`src/rtl/ps2_framed_receiver_defines.svh`:
```
// Assertion macros used by the receiver's frame engine.
`ifndef PS2_FRAMED_RECEIVER_DEFINES_SVH
`define PS2_FRAMED_RECEIVER_DEFINES_SVH

// Same-cycle implication, disabled while reset is asserted.
`define PS2FR_ASSERT_IMPL(label, clk, rstn, pre, post, msg) \
    label: assert property (@(posedge clk) disable iff (!(rstn)) (pre) |-> (post)) \
        else $error(msg);

// Next-cycle implication, disabled while reset is asserted.
`define PS2FR_ASSERT_NEXT(label, clk, rstn, pre, post, msg) \
    label: assert property (@(posedge clk) disable iff (!(rstn)) (pre) |=> (post)) \
        else $error(msg);

`endif

```
`src/rtl/ps2fr_pkg.sv`:
```
package ps2fr_pkg;

    // Frame length default and the number of byte fields in a result.
    localparam int FRAME_BYTES_DEF = 4;
    localparam int OUT_BYTES       = 4;

    // Configuration register indexes and reset values.
    localparam int CFG_IDX_W = 2;
    localparam logic [CFG_IDX_W-1:0] CFG_FRAME_GAP = 2'd0;
    localparam logic [CFG_IDX_W-1:0] CFG_BIT_LIMIT = 2'd1;
    localparam logic [15:0] FRAME_GAP_RESET = 16'd2000;
    localparam logic [15:0] BIT_LIMIT_RESET = 16'd620;

    // Bit positions inside one 11-bit PS/2 byte.
    localparam logic [3:0] POS_START      = 4'd0;
    localparam logic [3:0] POS_DATA_FIRST = 4'd1;
    localparam logic [3:0] POS_DATA_LAST  = 4'd8;
    localparam logic [3:0] POS_PARITY     = 4'd9;
    localparam logic [3:0] POS_STOP       = 4'd10;

    typedef enum logic [2:0] {
        ST_DONE    = 3'd0,
        ST_START   = 3'd1,
        ST_PARITY  = 3'd2,
        ST_STOP    = 3'd3,
        ST_TIMEOUT = 3'd4
    } status_t;

    // Result of one edge as seen by the result register.
    typedef struct packed {
        logic                      produce;
        status_t                   status;
        logic [OUT_BYTES-1:0][7:0] bytes;
    } result_t;

endpackage

```
`src/rtl/ps2fr_frame_engine.sv`:
```
`include "ps2_framed_receiver_defines.svh"

module ps2fr_frame_engine #(
    parameter int FRAME_BYTES = ps2fr_pkg::FRAME_BYTES_DEF
) (
    input  logic                clk,
    input  logic                rstn,
    input  logic                fire,
    input  logic                data_bit,
    input  logic [15:0]         gap_us,
    input  logic [15:0]         frame_gap_us,
    input  logic [15:0]         bit_gap_limit_us,
    output ps2fr_pkg::result_t  res
);

    localparam int CNT_W = (FRAME_BYTES > 1) ? $clog2(FRAME_BYTES) : 1;
    localparam logic [CNT_W-1:0] LAST_BYTE = CNT_W'(FRAME_BYTES - 1);

    logic             in_frame_reg, in_frame_next;
    logic [3:0]       bit_position_reg, bit_position_next;
    logic [7:0]       shift_byte_reg, shift_byte_next;
    logic [CNT_W-1:0] byte_count_reg, byte_count_next;
    logic [7:0]       frame_store [FRAME_BYTES];

    logic             start;
    logic [3:0]       pos;
    logic [7:0]       sb;
    logic [CNT_W-1:0] bc;
    logic [3:0]       pos_m1;
    logic             err;
    logic             done;
    logic             store_wr;
    ps2fr_pkg::status_t status;
    logic [ps2fr_pkg::OUT_BYTES-1:0][7:0] done_bytes;

    // Step the frame state for the item in the input register.
    always_comb begin
        start             = !in_frame_reg;
        pos               = start ? ps2fr_pkg::POS_START : bit_position_reg;
        sb                = start ? 8'd0 : shift_byte_reg;
        bc                = start ? '0 : byte_count_reg;
        pos_m1            = pos - 4'd1;
        in_frame_next     = in_frame_reg;
        bit_position_next = bit_position_reg;
        shift_byte_next   = shift_byte_reg;
        byte_count_next   = byte_count_reg;
        err               = 1'b0;
        done              = 1'b0;
        store_wr          = 1'b0;
        status            = ps2fr_pkg::ST_DONE;

        if (start && (gap_us < frame_gap_us)) begin
            // ignore edges while searching for a frame
        end else if (!start && (gap_us > bit_gap_limit_us)) begin
            err    = 1'b1;
            status = ps2fr_pkg::ST_TIMEOUT;
        end else begin
            in_frame_next     = 1'b1;
            bit_position_next = pos;
            shift_byte_next   = sb;
            byte_count_next   = bc;
            case (pos)
                ps2fr_pkg::POS_START: begin
                    if (data_bit) begin
                        err    = 1'b1;
                        status = ps2fr_pkg::ST_START;
                    end else begin
                        bit_position_next = ps2fr_pkg::POS_DATA_FIRST;
                    end
                end
                ps2fr_pkg::POS_PARITY: begin
                    if (!((^sb) ^ data_bit)) begin
                        err    = 1'b1;
                        status = ps2fr_pkg::ST_PARITY;
                    end else begin
                        bit_position_next = ps2fr_pkg::POS_STOP;
                    end
                end
                ps2fr_pkg::POS_STOP: begin
                    if (!data_bit) begin
                        err    = 1'b1;
                        status = ps2fr_pkg::ST_STOP;
                    end else begin
                        store_wr          = 1'b1;
                        bit_position_next = ps2fr_pkg::POS_START;
                        shift_byte_next   = 8'd0;
                        if (bc == LAST_BYTE) begin
                            done            = 1'b1;
                            in_frame_next   = 1'b0;
                            byte_count_next = '0;
                        end else begin
                            byte_count_next = bc + CNT_W'(1);
                        end
                    end
                end
                default: begin
                    if ((pos >= ps2fr_pkg::POS_DATA_FIRST) &&
                        (pos <= ps2fr_pkg::POS_DATA_LAST)) begin
                        shift_byte_next   = sb | (8'(data_bit) << pos_m1[2:0]);
                        bit_position_next = pos + 4'd1;
                    end else begin
                        err    = 1'b1;
                        status = ps2fr_pkg::ST_START;
                    end
                end
            endcase
        end

        // Drop the frame on any error.
        if (err) begin
            in_frame_next     = 1'b0;
            bit_position_next = ps2fr_pkg::POS_START;
            shift_byte_next   = 8'd0;
            byte_count_next   = '0;
        end
    end

    // Gather the frame bytes; the last byte comes straight from the shifter.
    for (genvar j = 0; j < ps2fr_pkg::OUT_BYTES; j++) begin : g_bytes
        if (j < FRAME_BYTES - 1) begin : g_store
            assign done_bytes[j] = frame_store[CNT_W'(j)];
        end else if (j == FRAME_BYTES - 1) begin : g_last
            assign done_bytes[j] = sb;
        end else begin : g_zero
            assign done_bytes[j] = 8'd0;
        end
    end

    always_comb begin
        res.produce = err || done;
        res.status  = status;
        res.bytes   = done ? done_bytes : '0;
    end

    // Advance frame state on each processed beat.
    always_ff @(posedge clk) begin
        if (!rstn) begin
            in_frame_reg     <= 1'b0;
            bit_position_reg <= ps2fr_pkg::POS_START;
            shift_byte_reg   <= 8'd0;
            byte_count_reg   <= '0;
        end else if (fire) begin
            in_frame_reg     <= in_frame_next;
            bit_position_reg <= bit_position_next;
            shift_byte_reg   <= shift_byte_next;
            byte_count_reg   <= byte_count_next;
        end
    end

    // Hold finished bytes of the current frame.
    always_ff @(posedge clk) begin
        if (fire && store_wr) begin
            frame_store[bc] <= sb;
        end
    end

    `PS2FR_ASSERT_IMPL(a_idle_clear, clk, rstn, !in_frame_reg,
        (bit_position_reg == 4'd0) && (shift_byte_reg == 8'd0) && (byte_count_reg == '0),
        "frame state not cleared outside a frame")
    `PS2FR_ASSERT_IMPL(a_done_at_stop, clk, rstn,
        fire && res.produce && (res.status == ps2fr_pkg::ST_DONE),
        in_frame_reg && (bit_position_reg == ps2fr_pkg::POS_STOP) && data_bit,
        "frame done outside a good stop bit")
    `PS2FR_ASSERT_NEXT(a_result_closes, clk, rstn, fire && res.produce, !in_frame_reg,
        "frame still open after a result")
    `PS2FR_ASSERT_IMPL(a_count_range, clk, rstn, in_frame_reg, byte_count_reg <= LAST_BYTE,
        "byte count past frame length")

endmodule

```
`src/rtl/ps2fr_result_reg.sv`:
```
module ps2fr_result_reg (
    input  logic               clk,
    input  logic               rstn,
    input  logic               load,
    input  ps2fr_pkg::result_t res,
    output logic               m_valid,
    input  logic               m_ready,
    output logic [2:0]         m_status,
    output logic [7:0]         m_byte0,
    output logic [7:0]         m_byte1,
    output logic [7:0]         m_byte2,
    output logic [7:0]         m_byte3
);

    logic                 m_valid_reg, m_valid_next;
    ps2fr_pkg::status_t   status_reg;
    logic [ps2fr_pkg::OUT_BYTES-1:0][7:0] bytes_reg;

    // Set on load, clear when the beat is taken.
    always_comb begin
        m_valid_next = m_valid_reg;
        if (load) begin
            m_valid_next = 1'b1;
        end else if (m_ready) begin
            m_valid_next = 1'b0;
        end
    end

    always_ff @(posedge clk) begin
        if (!rstn) begin
            m_valid_reg <= 1'b0;
        end else begin
            m_valid_reg <= m_valid_next;
        end
    end

    // Capture the payload with the load.
    always_ff @(posedge clk) begin
        if (load) begin
            status_reg <= res.status;
            bytes_reg  <= res.bytes;
        end
    end

    assign m_valid  = m_valid_reg;
    assign m_status = status_reg;
    assign m_byte0  = bytes_reg[0];
    assign m_byte1  = bytes_reg[1];
    assign m_byte2  = bytes_reg[2];
    assign m_byte3  = bytes_reg[3];

endmodule

```
`src/rtl/ps2_framed_receiver.sv`:
```
// An accepted edge is stepped from the input register, and its result beat, if any,
// is loaded into the result register that drives m_valid.
// Throughput: one edge per cycle, set by the single input register feeding the
// frame step logic; it stalls only while the held edge makes a result and the
// previous result beat still waits on m_ready.
// Reset: synchronous, active-low aresetn clears the frame search and the
// valid flags and loads the gap registers with 2000 us and 620 us.
module ps2_framed_receiver #(
    parameter int FRAME_BYTES = ps2fr_pkg::FRAME_BYTES_DEF
) (
    input  logic                          aclk,
    input  logic                          aresetn,
    input  logic                          cfg_valid,
    output logic                          cfg_ready,
    input  logic [ps2fr_pkg::CFG_IDX_W-1:0] cfg_addr,
    input  logic [15:0]                   cfg_wdata,
    input  logic                          s_valid,
    output logic                          s_ready,
    input  logic                          s_data_bit,
    input  logic [15:0]                   s_gap_us,
    output logic                          m_valid,
    input  logic                          m_ready,
    output logic [2:0]                    m_status,
    output logic [7:0]                    m_byte0,
    output logic [7:0]                    m_byte1,
    output logic [7:0]                    m_byte2,
    output logic [7:0]                    m_byte3
);

    logic        in_valid_reg, in_valid_next;
    logic        data_bit_reg;
    logic [15:0] gap_us_reg;
    logic [15:0] frame_gap_reg;
    logic [15:0] bit_limit_reg;
    logic        advance;
    ps2fr_pkg::result_t res;

    // Configuration writes are always taken.
    assign cfg_ready = 1'b1;

    always_ff @(posedge aclk) begin
        if (!aresetn) begin
            frame_gap_reg <= ps2fr_pkg::FRAME_GAP_RESET;
            bit_limit_reg <= ps2fr_pkg::BIT_LIMIT_RESET;
        end else if (cfg_valid) begin
            case (cfg_addr)
                ps2fr_pkg::CFG_FRAME_GAP: frame_gap_reg <= cfg_wdata;
                ps2fr_pkg::CFG_BIT_LIMIT: bit_limit_reg <= cfg_wdata;
                default: ;
            endcase
        end
    end

    // Advance the held edge unless its result would hit a full output slot.
    assign advance = in_valid_reg && (!res.produce || !m_valid || m_ready);
    assign s_ready = !in_valid_reg || advance;

    always_comb begin
        in_valid_next = in_valid_reg;
        if (s_valid && s_ready) begin
            in_valid_next = 1'b1;
        end else if (advance) begin
            in_valid_next = 1'b0;
        end
    end

    always_ff @(posedge aclk) begin
        if (!aresetn) begin
            in_valid_reg <= 1'b0;
        end else begin
            in_valid_reg <= in_valid_next;
        end
    end

    // Capture the input beat.
    always_ff @(posedge aclk) begin
        if (s_valid && s_ready) begin
            data_bit_reg <= s_data_bit;
            gap_us_reg   <= s_gap_us;
        end
    end

    ps2fr_frame_engine #(
        .FRAME_BYTES (FRAME_BYTES)
    ) u_engine (
        .clk              (aclk),
        .rstn             (aresetn),
        .fire             (advance),
        .data_bit         (data_bit_reg),
        .gap_us           (gap_us_reg),
        .frame_gap_us     (frame_gap_reg),
        .bit_gap_limit_us (bit_limit_reg),
        .res              (res)
    );

    ps2fr_result_reg u_result (
        .clk      (aclk),
        .rstn     (aresetn),
        .load     (advance && res.produce),
        .res      (res),
        .m_valid  (m_valid),
        .m_ready  (m_ready),
        .m_status (m_status),
        .m_byte0  (m_byte0),
        .m_byte1  (m_byte1),
        .m_byte2  (m_byte2),
        .m_byte3  (m_byte3)
    );

endmodule

```
`config.mk`:
```
export PLATFORM = sky130hd
export DESIGN_NAME = ps2_framed_receiver
export DESIGN_NICKNAME = d
export VERILOG_FILES = /design/src/rtl/ps2fr_pkg.sv /design/src/rtl/ps2fr_frame_engine.sv /design/src/rtl/ps2fr_result_reg.sv /design/src/rtl/ps2_framed_receiver.sv
export VERILOG_INCLUDE_DIRS = /design/src /design/src/rtl
export SDC_FILE = /design/constraint.sdc
export NUM_CORES = 1
export LEC_CHECK = 0
export BUFFER_PORTS_ARGS = -buffer_cell sky130_fd_sc_hd__buf_4
export CAP_MARGIN = 10
export CORE_ASPECT_RATIO = 0.7
export CORE_UTILIZATION = 50
export CTS_BUF_LIST = sky130_fd_sc_hd__clkbuf_4 sky130_fd_sc_hd__clkbuf_8 sky130_fd_sc_hd__clkbuf_16
export DETAILED_ROUTE_END_ITERATION = 10
export PLACE_DENSITY = 0.73
export SLEW_MARGIN = 5
export SYNTH_ARGS = -nofsm -noshare
export SYNTH_HDL_FRONTEND = slang
export SYNTH_SLANG_ARGS = --single-unit
```
`constraint.sdc`:
```
create_clock -name aclk -period 5.1 [get_ports aclk]
set_input_delay 0.255 -clock aclk [delete_from_list [all_inputs] [get_ports aclk]]
set_output_delay 0.255 -clock aclk [all_outputs]
set_load 0.01 [all_outputs]
```
==> impl_metrics.tcl <==
set metrics [dict create \
    worstPathMaxFanout 28 \
    fin_skew_ps 9.82 \
    drc 0 \
    fmax_mhz 237 \
    gr-total-overflow 0 \
    ant_nets 0 \
    synth_edf_count 76 \
    cts_setup_buffers 0 \
    synthMuxAreaShare_pct 0.357 \
    powerDensity_nw_per_um2 342 \
    routed_wl_microns 13700 \
    core_area_sq_um 11300 \
    cpPeakStageDelay_ps 890 \
    synth_top_area_share_pct 38.3 \
    worstPathRequired_ps 5150 \
    cp-end-kind "flip-flop" \
    routed-wl-met3_microns 945 \
    multi_input_area_sq_um 2370 \
    synthToLayoutAreaGrowth_pct 22.0 \
    synth_area_leaders "edfxtp_1 38%, dfxtp_1 16%, ha_1 8.2%, nand2_1 5.4%, a21oi_1 3.6%" \
    synth_flop_cell "edfxtp_1" \
    cts_tree "built" \
    post_drt_wl_per_cell_microns 16.9 \
    status "finished, final reports clean" \
    fin_util_pct 64.4 \
    finalCritPeriodShare_pct 82.7 \
    p_leak_uw 0.00302 \
    avgSynthCellArea_sq_um 10.5 \
    synthAdderAreaFrac_pct 8.19 \
    vias 4525 \
    hold_buffers 1 \
    setup_tns_ps 0 \
    startpoint_type "flip-flop" \
    grt_antenna_before_repair 0 \
    final_nets 721 \
    crit_top_cell "nand2_1" \
    syn-cell-area_sq_um 5960 \
    yosysWarnings 0 \
    dr.max_layer_used "met4" \
    layout_commonest_cell "nand2_1" \
    maxCapViolations 0 \
    cts_buffer_depth 2 \
    worst_hold_slack_ps 8.80 \
    port_buffers 76 \
    hold_path_class "input pin to flip-flop" \
    clkLatencyLatePin_ps 420 \
    drive_gt1_share_pct 18.6 \
    grt_max_degree 36 \
    design.die.area_sq_um 12400 \
    slew_viol_final 0 \
    cts_resized 0 \
    viasPerCell 5.60 \
    grt_pass1_wl_microns 22300 \
    initial_core_util_pct 52.8 \
    slowest_stage "dfxtp_1" \
    crit_type "flip-flop to flip-flop" \
    synth_seq_cells 125 \
    post-dp-hpwl_microns 9640 \
    synth_compound_area_share_pct 15.2 \
    grt_usage_pct 23.7 \
    peakVddDrop_v 0.000234 \
    cts.htree.levels 4 \
    netlist_instances 570 \
    wl_met2_microns 5800 \
    relSlewSlack_pct 28.7 \
    drt_iter0_markers 604 \
    yosys.area_share.simple_pct 14.1 \
    final_cell_mix "86 x nand2_1, 84 x buf_4, 76 x edfxtp_1" \
    largest_register_ffs 24 \
    syn-num-nets 649 \
    clkSinkCount 125 \
    tightestPinTransition_ps 1060 \
    regMostFlops "u_engine.frame_store" \
    synth_top_family_by_area "compound AO/OA/AOI/OAI gates" \
    die_h_microns 93.3 \
    grt_pass1_vias 4269 \
    cts.clk_slew.worst_paths_ps 60 \
    hold_violations 0 \
    ios 78 \
    path_cells "nand2_1 -> inv_1 -> ha_1 -> nor3_1 -> o31ai_1 -> nand2_1 -> a2111oi_4 -> buf_4 -> o2111ai_1 -> nor2_1" \
    arrival_ps 4270 \
    place.gp.congestion 0.956 \
    cts_buffers 17 \
    ys_seq_area_share_pct 54.8 \
    ff2ff_setup_slack_ps 880 \
    drtPass1Iterations 6 \
    min_period_ps 4220 \
    rows 32 \
    final.fill_count 910 \
    synth_xor_area_share_pct 1.55 \
    rsz0062_at_grt "no" \
    yosysTopAreaCell "edfxtp_1" \
    die_w_microns 132 \
    n_antenna_cell 0 \
    finalSetupViolations 0 \
    async_flop_share_pct 0 \
    cts-root-buf "clkbuf_16" \
    yosysUniqueCellTypes 53 \
    seq_area_sq_um 3260 \
    drt-met1-wl_microns 6800 \
]
Yosys cell counts (4+ instances only):
| cell type | instances |
|---|---|
| inv_1 | 51 |
| dfxtp_1 | 49 |
| o21ai_0 | 12 |
| and2_1 | 7 |
| and3_1 | 25 |
| o2111ai_1 | 15 |
| nor3_1 | 6 |
| a21oi_1 | 43 |
| nor2b_1 | 5 |
| nand2b_1 | 6 |
| o211ai_1 | 24 |
| ha_1 | 39 |
| edfxtp_1 | 76 |
| nand2_1 | 86 |
| nand4_1 | 5 |
| xnor2_1 | 5 |
| a211oi_1 | 4 |
| nor2_1 | 12 |
| o22ai_1 | 13 |
| buf_2 | 5 |
| nand3_1 | 9 |
| nor4_1 | 8 |
| clkbuf_1 | 26 |
metal layers:
| layer | up-vias | GRT usage, % |
|---|---|---|
| met2 | 194 | 34.4 |
| met4 | 0 | 7.28 |
| met1 | 2094 | 34.9 |
| met5 | - | 0 |
| li1 | 2219 | - |
| met3 | 18 | 5.58 |
critical path, delay by kind of cell (launching register included):
kind	cells	cell delay [ps]
buffers and inverters	2	470
AO/OA/AOI/OAI	3	980
flip-flops	1	890
AND/OR/NAND/NOR	4	1210
adder cells (fa/ha/maj)	1	290
layout make-up:
type                       instances  area share, %
inverter                          52           2.68
sequential                       125           44.9
clock buffer                      17           5.85
multi-input combinational        359           32.5
tap                              153           2.63
clock inverter                    15           2.34
timing repair buffer              87           9.08
report_power, final:
part,switching [uW],total (uW),internal (uW),leakage [uW]
Sequential,14.4,1100,1090,0.00117
Combinational,102,169,66.6,0.00156
Clock,519,1220,698,0.000288
logic make-up (layout without fill, tap and decap cells):
logic type / Yosys count / after routing
compound gates: 133 / 133
flops: 125 / 125
xor+xnor: 9 / 9
mux: 2 / 2
simple gates: 175 / 175
buf+inv: 86 / 171
other cells: 1 / 1
fa+ha+maj: 39 / 39
path summary, 6_finish.rpt:
| check | cells past startpoint | startpoint | end |
|---|---|---|---|
| worst max register to register | 10 | u_engine.in_frame_reg | u_engine.frame_store[2][5] |
| worst min-delay path | 1 | s_gap_us[3] | gap_us_reg[3] |
| worst min register to register | 2 | bit_limit_reg[14] | bit_limit_reg[14] |
| worst max-delay path | 10 | u_engine.in_frame_reg | u_engine.frame_store[2][5] |
per-stage QoR:
step / area, sq um / setup WS, ps / power (uW) / std cells
6_report: 7270 / 883 / 2490 / 808
3_3_place_gp: 6650 / 1200 / 1280 / 773
5_1_grt: 7270 / 481 / 2560 / 808
4_1_cts: 7250 / 943 / 2490 / 806
2_1_floorplan: 5960 / 145 / 1220 / 570
3_5_place_dp: 6650 / 930 / 1290 / 773
Note: power is estimated with default switching activity, not from simulation.
